`src/rtl/core/lse_pkg.sv`:
```
package lse_pkg;

  localparam int CNT_W  = 6;
  localparam int STEP_W = 11;
  localparam int WORK_W = 13;
  localparam int PADDR_W = 3;

  localparam int LSE_MAX_PIXELS       = 60;
  localparam int LSE_OFF_FRAME_LENGTH = 60;
  localparam int LSE_RAINBOW_STEPS    = 1380;
  localparam int LSE_FADE_TOP         = 250;

  localparam logic [CNT_W-1:0] PIXEL_COUNT_RESET = 6'd20;
  localparam logic REG_PIXEL_COUNT = 1'b0;

  localparam logic CMD_NEW  = 1'b0;
  localparam logic CMD_TICK = 1'b1;

  localparam logic [7:0] EFF_STATIC  = 8'd1;
  localparam logic [7:0] EFF_FLASH   = 8'd2;
  localparam logic [7:0] EFF_RAINBOW = 8'd3;
  localparam logic [7:0] EFF_FADE    = 8'd4;
  localparam logic [7:0] EFF_SCAN    = 8'd5;

  localparam logic [2:0] ACT_NONE    = 3'd0;
  localparam logic [2:0] ACT_FLASH   = 3'd2;
  localparam logic [2:0] ACT_RAINBOW = 3'd3;
  localparam logic [2:0] ACT_FADE    = 3'd4;
  localparam logic [2:0] ACT_SCAN    = 3'd5;

  localparam logic [1:0] PH_1 = 2'd1;
  localparam logic [1:0] PH_2 = 2'd2;
  localparam logic [1:0] PH_3 = 2'd3;

  localparam logic [1:0] CH_RED   = 2'd0;
  localparam logic [1:0] CH_GREEN = 2'd1;
  localparam logic [1:0] CH_BLUE  = 2'd2;

  localparam logic signed [WORK_W-1:0] RB_START = 13'sd2550;
  localparam logic signed [WORK_W-1:0] RB_DELTA = 13'sd3;
  localparam logic signed [WORK_W-1:0] CHAN_MAX = 13'sd255;
  localparam logic signed [WORK_W-1:0] TENTHS_MAX = 13'sd2550;
  localparam logic [12:0] RECIP_10 = 13'd6554;

  typedef struct packed {
    logic       cmd;
    logic [7:0] level;
    logic [7:0] effect;
    logic [7:0] red;
    logic [7:0] green;
    logic [7:0] blue;
  } lse_in_t;

  typedef struct packed {
    logic [23:0] pixel_word;
    logic        frame_end;
  } lse_out_t;

  typedef struct packed {
    logic       latch;
    logic       update;
    logic       conv;
    logic [1:0] conv_ch;
    logic       load;
  } lse_cmd_t;

  typedef struct packed {
    logic rainbow;
    logic has_frame;
    logic out_free;
    logic last;
  } lse_sts_t;

endpackage

```
`src/rtl/core/lse_ctrl.sv`:
```
module lse_ctrl import lse_pkg::*; (
  input  logic     clk,
  input  logic     rst,
  input  logic     req_valid,
  output logic     req_stall,
  input  lse_sts_t sts,
  output lse_cmd_t ctl
);

  typedef enum logic [3:0] {
    S_IDLE   = 4'b0001,
    S_UPDATE = 4'b0010,
    S_CONV   = 4'b0100,
    S_EMIT   = 4'b1000
  } state_t;

  state_t     state, state_next;
  logic [1:0] conv_ch, conv_ch_next;

  always_comb begin
    state_next   = state;
    conv_ch_next = conv_ch;
    case (state)
      S_IDLE: begin
        if (req_valid) state_next = S_UPDATE;
      end
      S_UPDATE: begin
        conv_ch_next = CH_RED;
        if (sts.rainbow) state_next = S_CONV;
        else if (sts.has_frame) state_next = S_EMIT;
        else state_next = S_IDLE;
      end
      S_CONV: begin
        conv_ch_next = conv_ch + 2'd1;
        if (conv_ch == CH_BLUE) state_next = S_EMIT;
      end
      S_EMIT: begin
        if (sts.out_free && sts.last) state_next = S_IDLE;
      end
      default: state_next = S_IDLE;
    endcase
  end

  always_ff @(posedge clk) begin
    if (rst) begin
      state   <= S_IDLE;
      conv_ch <= CH_RED;
    end else begin
      state   <= state_next;
      conv_ch <= conv_ch_next;
    end
  end

  assign req_stall   = (state != S_IDLE);
  assign ctl.latch   = (state == S_IDLE) && req_valid;
  assign ctl.update  = (state == S_UPDATE);
  assign ctl.conv    = (state == S_CONV);
  assign ctl.conv_ch = conv_ch;
  assign ctl.load    = (state == S_EMIT) && sts.out_free;

endmodule

```
`src/rtl/core/lse_datapath.sv`:
```
module lse_datapath import lse_pkg::*; #(
  parameter int MAX_PIXELS       = LSE_MAX_PIXELS,
  parameter int OFF_FRAME_LENGTH = LSE_OFF_FRAME_LENGTH,
  parameter int RAINBOW_STEPS    = LSE_RAINBOW_STEPS,
  parameter int FADE_TOP         = LSE_FADE_TOP
) (
  input  logic             clk,
  input  logic             rst,
  input  logic [CNT_W-1:0] pixel_count,
  input  lse_in_t          req,
  input  lse_cmd_t         ctl,
  output lse_sts_t         sts,
  output logic             pix_valid,
  input  logic             pix_stall,
  output lse_out_t         pix
);

  localparam logic [CNT_W-1:0]  MAX_PIX  = CNT_W'(MAX_PIXELS);
  localparam logic [CNT_W-1:0]  OFF_LEN  = CNT_W'(OFF_FRAME_LENGTH);
  localparam logic [STEP_W-1:0] RB_STEPS = STEP_W'(RAINBOW_STEPS);
  localparam logic [STEP_W-1:0] FADE_END = STEP_W'(FADE_TOP);

  function automatic logic [23:0] pack(input logic [7:0] r, input logic [7:0] g,
                                       input logic [7:0] b);
    return {g, r, b};
  endfunction

  function automatic logic [7:0] tenths_byte(input logic signed [WORK_W-1:0] t);
    logic [11:0] u;
    logic [24:0] prod;
    if (t < 0) u = '0;
    else if (t > TENTHS_MAX) u = 12'(TENTHS_MAX);
    else u = t[11:0];
    prod = 25'(u) * 25'(RECIP_10);
    return prod[23:16];
  endfunction

  lse_in_t                    item;
  logic [2:0]                 active, active_next;
  logic [23:0]                base, base_next;
  logic signed [WORK_W-1:0]   work [3];
  logic signed [WORK_W-1:0]   work_next [3];
  logic                       going_up, going_up_next;
  logic [STEP_W-1:0]          step, step_next;
  logic [1:0]                 phase, phase_next;
  logic                       flash_on, flash_on_next;

  logic [CNT_W-1:0]           frame_len, frame_len_next;
  logic [23:0]                frame_colour, frame_colour_next, conv_colour;
  logic                       lit_all, lit_all_next;
  logic                       lit_en, lit_en_next;
  logic [CNT_W-1:0]           lit_idx, lit_idx_next;
  logic [CNT_W-1:0]           emit_idx;

  logic [CNT_W-1:0]           fsize;
  logic [STEP_W-1:0]          scan_s;
  logic [CNT_W-1:0]           scan_p;
  logic                       scan_up;
  logic [STEP_W-1:0]          rb_step, fd_step;
  logic signed [WORK_W-1:0]   rb_d;
  logic [7:0]                 conv_byte;
  logic                       lit;

  assign fsize = (pixel_count == '0) ? CNT_W'(1) :
                 (pixel_count > MAX_PIX) ? MAX_PIX : pixel_count;

  assign scan_s  = (step > STEP_W'(fsize)) ? STEP_W'(fsize) : step;
  assign scan_p  = scan_s[CNT_W-1:0];
  assign rb_step = step + STEP_W'(1);
  assign fd_step = going_up ? step + STEP_W'(1) : step - STEP_W'(1);
  assign rb_d    = going_up ? RB_DELTA : -RB_DELTA;

  always_comb begin
    active_next       = active;
    base_next         = base;
    work_next         = work;
    going_up_next     = going_up;
    step_next         = step;
    phase_next        = phase;
    flash_on_next     = flash_on;
    frame_len_next    = '0;
    frame_colour_next = '0;
    lit_all_next      = 1'b1;
    lit_en_next       = 1'b0;
    lit_idx_next      = '0;
    scan_up           = going_up;
    if (item.cmd == CMD_NEW) begin
      going_up_next = 1'b1;
      step_next     = '0;
      phase_next    = PH_1;
      flash_on_next = 1'b1;
      base_next     = pack(item.red, item.green, item.blue);
      work_next[0]  = WORK_W'(item.red);
      work_next[1]  = WORK_W'(item.green);
      work_next[2]  = WORK_W'(item.blue);
      active_next   = ACT_NONE;
      if (item.level == '0) begin
        frame_len_next = (item.effect == EFF_SCAN) ? OFF_LEN : fsize;
      end else begin
        case (item.effect)
          EFF_STATIC: begin
            frame_len_next    = fsize;
            frame_colour_next = pack(item.red, item.green, item.blue);
          end
          EFF_FLASH: active_next = ACT_FLASH;
          EFF_FADE: active_next = ACT_FADE;
          EFF_RAINBOW: begin
            active_next  = ACT_RAINBOW;
            work_next[0] = RB_START;
            work_next[1] = RB_START;
            work_next[2] = RB_START;
          end
          EFF_SCAN: begin
            active_next    = ACT_SCAN;
            frame_len_next = OFF_LEN;
          end
          default: ;
        endcase
      end
    end else begin
      case (active)
        ACT_FLASH: begin
          frame_len_next    = fsize;
          frame_colour_next = flash_on ? base : '0;
          flash_on_next     = !flash_on;
        end
        ACT_RAINBOW: begin
          frame_len_next = fsize;
          step_next      = rb_step;
          case (phase)
            PH_1: work_next[0] = work[0] - rb_d;
            PH_2: begin
              work_next[0] = work[0] + rb_d;
              work_next[1] = work[1] - rb_d;
            end
            PH_3: begin
              work_next[1] = work[1] + rb_d;
              work_next[2] = work[2] - rb_d;
            end
            default: ;
          endcase
          if (rb_step >= RB_STEPS) begin
            step_next = '0;
            if (phase == PH_3 && going_up) going_up_next = 1'b0;
            else if (phase == PH_1 && !going_up) going_up_next = 1'b1;
            else if (going_up) phase_next = phase + 2'd1;
            else phase_next = phase - 2'd1;
          end
        end
        ACT_FADE: begin
          step_next = fd_step;
          for (int c = 0; c < 3; c++) begin
            if (work[2'(c)] != '0) begin
              if (going_up) work_next[2'(c)] = work[2'(c)] - 13'sd1;
              else if (work[2'(c)] < CHAN_MAX) work_next[2'(c)] = work[2'(c)] + 13'sd1;
            end
          end
          frame_len_next    = fsize;
          frame_colour_next = pack(work_next[0][7:0], work_next[1][7:0],
                                   work_next[2][7:0]);
          if (fd_step == FADE_END) going_up_next = 1'b0;
          else if (fd_step == STEP_W'(1)) going_up_next = 1'b1;
        end
        ACT_SCAN: begin
          frame_colour_next = base;
          lit_all_next      = 1'b0;
          if (going_up) begin
            frame_len_next = scan_p + CNT_W'(1);
            lit_en_next    = 1'b1;
            lit_idx_next   = scan_p;
          end else begin
            frame_len_next = scan_p + CNT_W'(2);
            lit_en_next    = (scan_p != '0);
            lit_idx_next   = scan_p - CNT_W'(1);
          end
          if (scan_p == fsize) scan_up = 1'b0;
          else if (scan_p == '0 && !going_up) scan_up = 1'b1;
          going_up_next = scan_up;
          if (scan_up) step_next = scan_s + STEP_W'(1);
          else if (scan_s != '0) step_next = scan_s - STEP_W'(1);
          else step_next = scan_s;
        end
        default: frame_len_next = '0;
      endcase
    end
  end

  always_comb begin
    conv_colour = frame_colour;
    case (ctl.conv_ch)
      CH_RED: begin
        conv_byte         = tenths_byte(work[0]);
        conv_colour[15:8] = conv_byte;
      end
      CH_GREEN: begin
        conv_byte          = tenths_byte(work[1]);
        conv_colour[23:16] = conv_byte;
      end
      default: begin
        conv_byte        = tenths_byte(work[2]);
        conv_colour[7:0] = conv_byte;
      end
    endcase
  end

  always_ff @(posedge clk) begin
    if (ctl.latch) item <= req;
  end

  always_ff @(posedge clk) begin
    if (rst) begin
      active   <= ACT_NONE;
      base     <= '0;
      work[0]  <= '0;
      work[1]  <= '0;
      work[2]  <= '0;
      going_up <= 1'b1;
      step     <= '0;
      phase    <= PH_1;
      flash_on <= 1'b1;
    end else if (ctl.update) begin
      active   <= active_next;
      base     <= base_next;
      work     <= work_next;
      going_up <= going_up_next;
      step     <= step_next;
      phase    <= phase_next;
      flash_on <= flash_on_next;
    end
  end

  always_ff @(posedge clk) begin
    if (ctl.update) begin
      frame_len    <= frame_len_next;
      frame_colour <= frame_colour_next;
      lit_all      <= lit_all_next;
      lit_en       <= lit_en_next;
      lit_idx      <= lit_idx_next;
      emit_idx     <= '0;
    end else begin
      if (ctl.conv) frame_colour <= conv_colour;
      if (ctl.load) emit_idx <= emit_idx + CNT_W'(1);
    end
  end

  assign lit = lit_all || (lit_en && emit_idx == lit_idx);

  always_ff @(posedge clk) begin
    if (rst) begin
      pix_valid <= 1'b0;
    end else if (ctl.load) begin
      pix_valid <= 1'b1;
    end else if (!pix_stall) begin
      pix_valid <= 1'b0;
    end
  end

  always_ff @(posedge clk) begin
    if (ctl.load) begin
      pix.pixel_word <= lit ? frame_colour : '0;
      pix.frame_end  <= sts.last;
    end
  end

  assign sts.rainbow   = (item.cmd == CMD_TICK) && (active == ACT_RAINBOW);
  assign sts.has_frame = (frame_len_next != '0);
  assign sts.out_free  = !pix_valid || !pix_stall;
  assign sts.last      = (emit_idx == frame_len - CNT_W'(1));

  a_load_free: assert property (@(posedge clk) disable iff (rst)
    ctl.load |-> (!pix_valid || !pix_stall))
    else $error("item loaded over an untaken item");

  a_emit_bound: assert property (@(posedge clk) disable iff (rst)
    ctl.load |-> (emit_idx < frame_len))
    else $error("word index past frame length");

  a_fade_bound: assert property (@(posedge clk) disable iff (rst)
    (active == ACT_FADE) |-> (step <= FADE_END))
    else $error("fade step past top");

  a_rainbow_bound: assert property (@(posedge clk) disable iff (rst)
    (active == ACT_RAINBOW) |-> (step < RB_STEPS))
    else $error("rainbow step not wrapped");

  a_scan_bound: assert property (@(posedge clk) disable iff (rst)
    (active == ACT_SCAN) |-> (step <= STEP_W'(MAX_PIX)))
    else $error("scan position past strip");

endmodule

```
`src/rtl/core/led_strip_effect_engine.sv`:
```
// led strip effect engine
// req channel (req_valid/req_stall/req): one item is either a new command
// (cmd 0: level, effect, colour) or an animation tick (cmd 1)
// pix channel (pix_valid/pix_stall/pix): packed grb pixel words, frame_end
// set on the last word of each frame
// apb port: register 0 at byte address 0 holds pixel_count (reset 20)
// timing: an item is taken in the idle cycle, the next cycle updates the
// effect state; a rainbow tick then converts tenths to bytes, one channel
// per cycle through a constant multiplier
// words then leave one per cycle from the output register while pix is not
// stalled; an item with no words goes back to idle after the update
// the first word is loaded in the emit state after the update (after conversion for rainbow)
// req_stall is high while an item is being worked on
// a stalled pix holds its word and the frame walk pauses; the next req item
// is taken while the last word of a frame still waits
// reset (rst, synchronous) clears the effect to none, pixel_count to 20
module led_strip_effect_engine import lse_pkg::*; #(
  parameter int MAX_PIXELS       = LSE_MAX_PIXELS,
  parameter int OFF_FRAME_LENGTH = LSE_OFF_FRAME_LENGTH,
  parameter int RAINBOW_STEPS    = LSE_RAINBOW_STEPS,
  parameter int FADE_TOP         = LSE_FADE_TOP
) (
  input  logic               clk,
  input  logic               rst,
  input  logic               req_valid,
  output logic               req_stall,
  input  lse_in_t            req,
  output logic               pix_valid,
  input  logic               pix_stall,
  output lse_out_t           pix,
  input  logic               psel,
  input  logic               penable,
  input  logic               pwrite,
  input  logic [PADDR_W-1:0] paddr,
  input  logic [31:0]        pwdata,
  output logic [31:0]        prdata,
  output logic               pready
);

  logic [CNT_W-1:0] pixel_count;
  lse_cmd_t         ctl;
  lse_sts_t         sts;

  assign pready = 1'b1;

  always_ff @(posedge clk) begin
    if (rst) begin
      pixel_count <= PIXEL_COUNT_RESET;
    end else if (psel && penable && pwrite && pready && paddr[2] == REG_PIXEL_COUNT) begin
      pixel_count <= pwdata[CNT_W-1:0];
    end
  end

  assign prdata = (paddr[2] == REG_PIXEL_COUNT) ? 32'(pixel_count) : '0;

  lse_ctrl u_ctrl (
    .clk       (clk),
    .rst       (rst),
    .req_valid (req_valid),
    .req_stall (req_stall),
    .sts       (sts),
    .ctl       (ctl)
  );

  lse_datapath #(
    .MAX_PIXELS       (MAX_PIXELS),
    .OFF_FRAME_LENGTH (OFF_FRAME_LENGTH),
    .RAINBOW_STEPS    (RAINBOW_STEPS),
    .FADE_TOP         (FADE_TOP)
  ) u_datapath (
    .clk         (clk),
    .rst         (rst),
    .pixel_count (pixel_count),
    .req         (req),
    .ctl         (ctl),
    .sts         (sts),
    .pix_valid   (pix_valid),
    .pix_stall   (pix_stall),
    .pix         (pix)
  );

endmodule

```
`config.mk`:
```
export PLATFORM = sky130hd
export DESIGN_NAME = led_strip_effect_engine
export DESIGN_NICKNAME = d
export VERILOG_FILES = /design/src/rtl/core/lse_pkg.sv /design/src/rtl/core/lse_ctrl.sv /design/src/rtl/core/lse_datapath.sv /design/src/rtl/core/led_strip_effect_engine.sv
export SDC_FILE = /design/constraint.sdc
export NUM_CORES = 1
export LEC_CHECK = 0
export ABC_AREA = 0
export BUFFER_PORTS_ARGS = -buffer_cell sky130_fd_sc_hd__clkbuf_2
export CAP_MARGIN = 20
export CORE_ASPECT_RATIO = 1.4
export CORE_UTILIZATION = 44
export CTS_CLUSTER_SIZE = 12
export DETAILED_ROUTE_END_ITERATION = 10
export GPL_TIMING_DRIVEN = 0
export PLACE_DENSITY_LB_ADDON = 0.12
export SLEW_MARGIN = 15
export SYNTH_ARGS = -nofsm -noshare
export SYNTH_HDL_FRONTEND = slang
export SYNTH_HIERARCHICAL = 1
export SYNTH_SLANG_ARGS = --single-unit
```
`constraint.sdc`:
```
create_clock -name clk -period 14.4 [get_ports clk]
set_input_delay 0.72 -clock clk [delete_from_list [all_inputs] [get_ports clk]]
set_output_delay 0.72 -clock clk [all_outputs]
set_load 0.005 [all_outputs]
```
==> qor.yml <==
status:
  run_status: "finished, final reports clean"
setup_path:
  startpoint: "u_datapath/work[13]"
  reg2reg_slack_ns: 7.06
  worstSetupEndpointType: "flip-flop"
  crit_cells: 25
  worstReg2RegEnd: "u_datapath/frame_colour[23]"
  ff2ff_path_depth: 25
  start_kind: "flip-flop"
  crit_family: "adder cells"
  cp.required_ns: 14.67
  critPathMaxStageDelay_ns: 0.55
  crit_end: "u_datapath/frame_colour[23]"
  critPathKind: "reg2reg"
  cpMostUsedCell: "inv_1"
  cp_num_buf_inv: 7
  arrival_ns: 7.61
  critPathSlowestCell: "fa_1"
  cp_max_fo: 9
  regToRegStartpoint: "u_datapath/work[13]"
cells_and_area:
  layout-drive-gt1-share_pct: 7.72
  layout.nets: 3052
  fillers: 4555
  num_antenna_cells: 0
  area_growth_pct: 10.4
global_route:
  grt_pass1_vias: 18000
  antenna_found_initial: 0
  grt_usage_pct: 25.1
  grt_max_degree: 27
  overflow: 0
  grt_pass1_wl_um: 97300
clocking:
  cts_sinks: 204
  cts_max_level: 1
  insertion_delay_ns: 0.55
  path_clk_slew_ns: 0.06
  cts_setup_buffers: 0
  cts_buffers: 24
  clock_path_buffers: 3
  tritoncts: "built"
  cts_resized: 0
  holdBufCountCts: 0
  cts_root_buf: "clkbuf_16"
logic_synthesis:
  synth_fa_ha_area_share_pct: 28.9
  synth_compound_area_share_pct: 15.5
  synthXorXnorAreaFrac_pct: 5.36
  syn_avg_cell_area_sq_um: 8.84
  yosysTopAreaCell: "ha_1"
  synth_seq_area_share_pct: 24.1
  synth_simple_gate_area_share_pct: 16.3
  synth_area_leaders: "ha_1 18%, edfxtp_1 15%, fa_1 11%, dfxtp_1 9.4%, inv_1 5.3%"
  synth_flop_cell: "edfxtp_1"
  synth_warnings: 6
  synth-seq-cells: 204
  synthMuxAreaShare_pct: 1.39
  yosysMostFrequentCell: "ha_1"
  synth_area_sq_um: 21300
  async_flop_share_pct: 0
  netlist.area_leader.share_pct: 17.9
  ys_types: 86
  synth_edf_count: 104
  netlist_top_cells_count: "304 x ha_1, 300 x inv_1, 182 x nand2_1, 142 x a21oi_1, 123 x nor2_1"
  synth_top_family_by_area: "adder cells"
  synthCells: 2406
min_path:
  hold_path.class: "in2reg"
  hp-start: "req[16]"
sta:
  tightest_slew_ns: 1.09
  slew_violations: 0
  slew_headroom_pct: 27.0
  fin_setup_tns_ns: 0
  final-setup-viol-count: 0
  rsz0062_at_grt: "no"
  max_freq_mhz: 136
  clock-skew-final_ns: 0.0269
  period_share_pct: 51.0
  period_minus_slack_ns: 7.34
  timing_hold_violations_final: 0
  holdWs_ns: 0.348
die:
  dieArea_sq_um: 49200
  die_x_um: 188
  initial_core_util_pct: 44.9
  core_region_area_sq_um: 47400
  io_pins: 143
  rows: 94
  dieHeight_um: 262
drt:
  detail_route.wl_per_cell_um: 19.4
  drt-initial-drc-count: 1017
  vias: 18100
  drc_errors: 0
  viasPerCell: 5.69
  first_pass_iters: 8
  routed_wl_um: 61900
  antenna_left: 0
placement:
  dp_hpwl_um: 49500
  gp_congestion: 0.917
  portBuffers: 87
pwr:
  finalPower_uw: 1570
  ir_worst_vdd_uv: 64.3
  power_density_nw_per_um2: 67.0
  p_leak_uw: 0.0110
flow_run:
  maxCapViolations: 0
## final cells by class
cell class                      instances  area, sq um  share of cell area (%)
Buffer                                135          647                    2.76
Clock buffer                           32          652                    2.78
Clock inverter                         12          189                   0.805
Inverter                              303         1140                    4.85
Multi-Input combinational cell       1789        14500                    61.6
Sequential cell                       204         5120                    21.8
Tap cell                              624          781                    3.33
Timing Repair Buffer                   91          482                    2.05
## per-layer routing
| layer | global-route usage (%) | part of all wire, % | vias to the layer above |
|---|---|---|---|
| li1 | - | - | 8699 |
| met5 | 0 | 0 | - |
| met4 | 11.9 | 4.8 | 0 |
| met1 | 29.2 | 40 | 8747 |
| met3 | 2.38 | 4.7 | 136 |
| met2 | 46.2 | 51 | 559 |
## registers in the layout, indices dropped and copies added, names as in the netlist, 4 cells and up
signal and count:
u_ctrl/state 4, u_datapath/work 39, u_datapath/item 41, pixel_count 6, u_datapath/frame_colour 24, u_datapath/lit_idx 6
u_datapath/step 11, u_datapath/base 24, u_datapath/frame_len 6, u_datapath/pix 25, u_datapath/emit_idx 6
## worst min path at each step
stage,endpoint,depth (start not counted)
3_5_place_dp,u_datapath/base[4],2
6_report,u_datapath/item[16],1
2_1_floorplan,u_datapath/base[12],2
5_1_grt,u_datapath/item[31],1
3_3_place_gp,u_datapath/base[18],2
4_1_cts,u_datapath/item[16],1
## logic make-up after synthesis
group	after synthesis
and+or+nand+nor	669
AOI/OAI and AO/OA	513
buffers and inverters	438
adders and majority gates	421
DFF	204
xor gates and xnor gates	130
muxes	29
other	2
## through the flow
stage               utilization [%]  std cells  worst slack, ns  instance area [sq um]
floorplan                         -       2431             8.22                  21400
global placement               47.6       3142             7.11                  22600
detailed placement             47.7       3145             7.07                  22600
CTS                            49.5       3189             7.02                  23500
global route                   49.5       3190             6.51                  23500
finish                         49.5       3190             7.06                  23500
## layout by cell type, fill, tap and decap left out, types with 21 or more instances in the layout
cell type and count:
edfxtp_1 104, mux2i_1 26, inv_1 300, ha_1 304, nand2_1 182, nand4_1 28, a21o_1 23, fa_1 117
conb_1 27, nor3_1 74, clkbuf_1 99, a31oi_1 27, clkbuf_2 87, o21ai_0 116, dfxtp_1 100, and2_1 50
and3_1 23, nand2b_1 23, nand3_1 45, xnor2_1 69, xor2_1 61, a21oi_1 142, clkbuf_16 25, o211ai_1 21
a211oi_1 27, buf_4 33, nor2_1 122
## where the power goes
group | switching, uW | internal (uW)
clock | 258 | 407
combinational | 160 | 101
sequential | 17.5 | 629
Note: power is estimated with default switching activity, not from simulation.
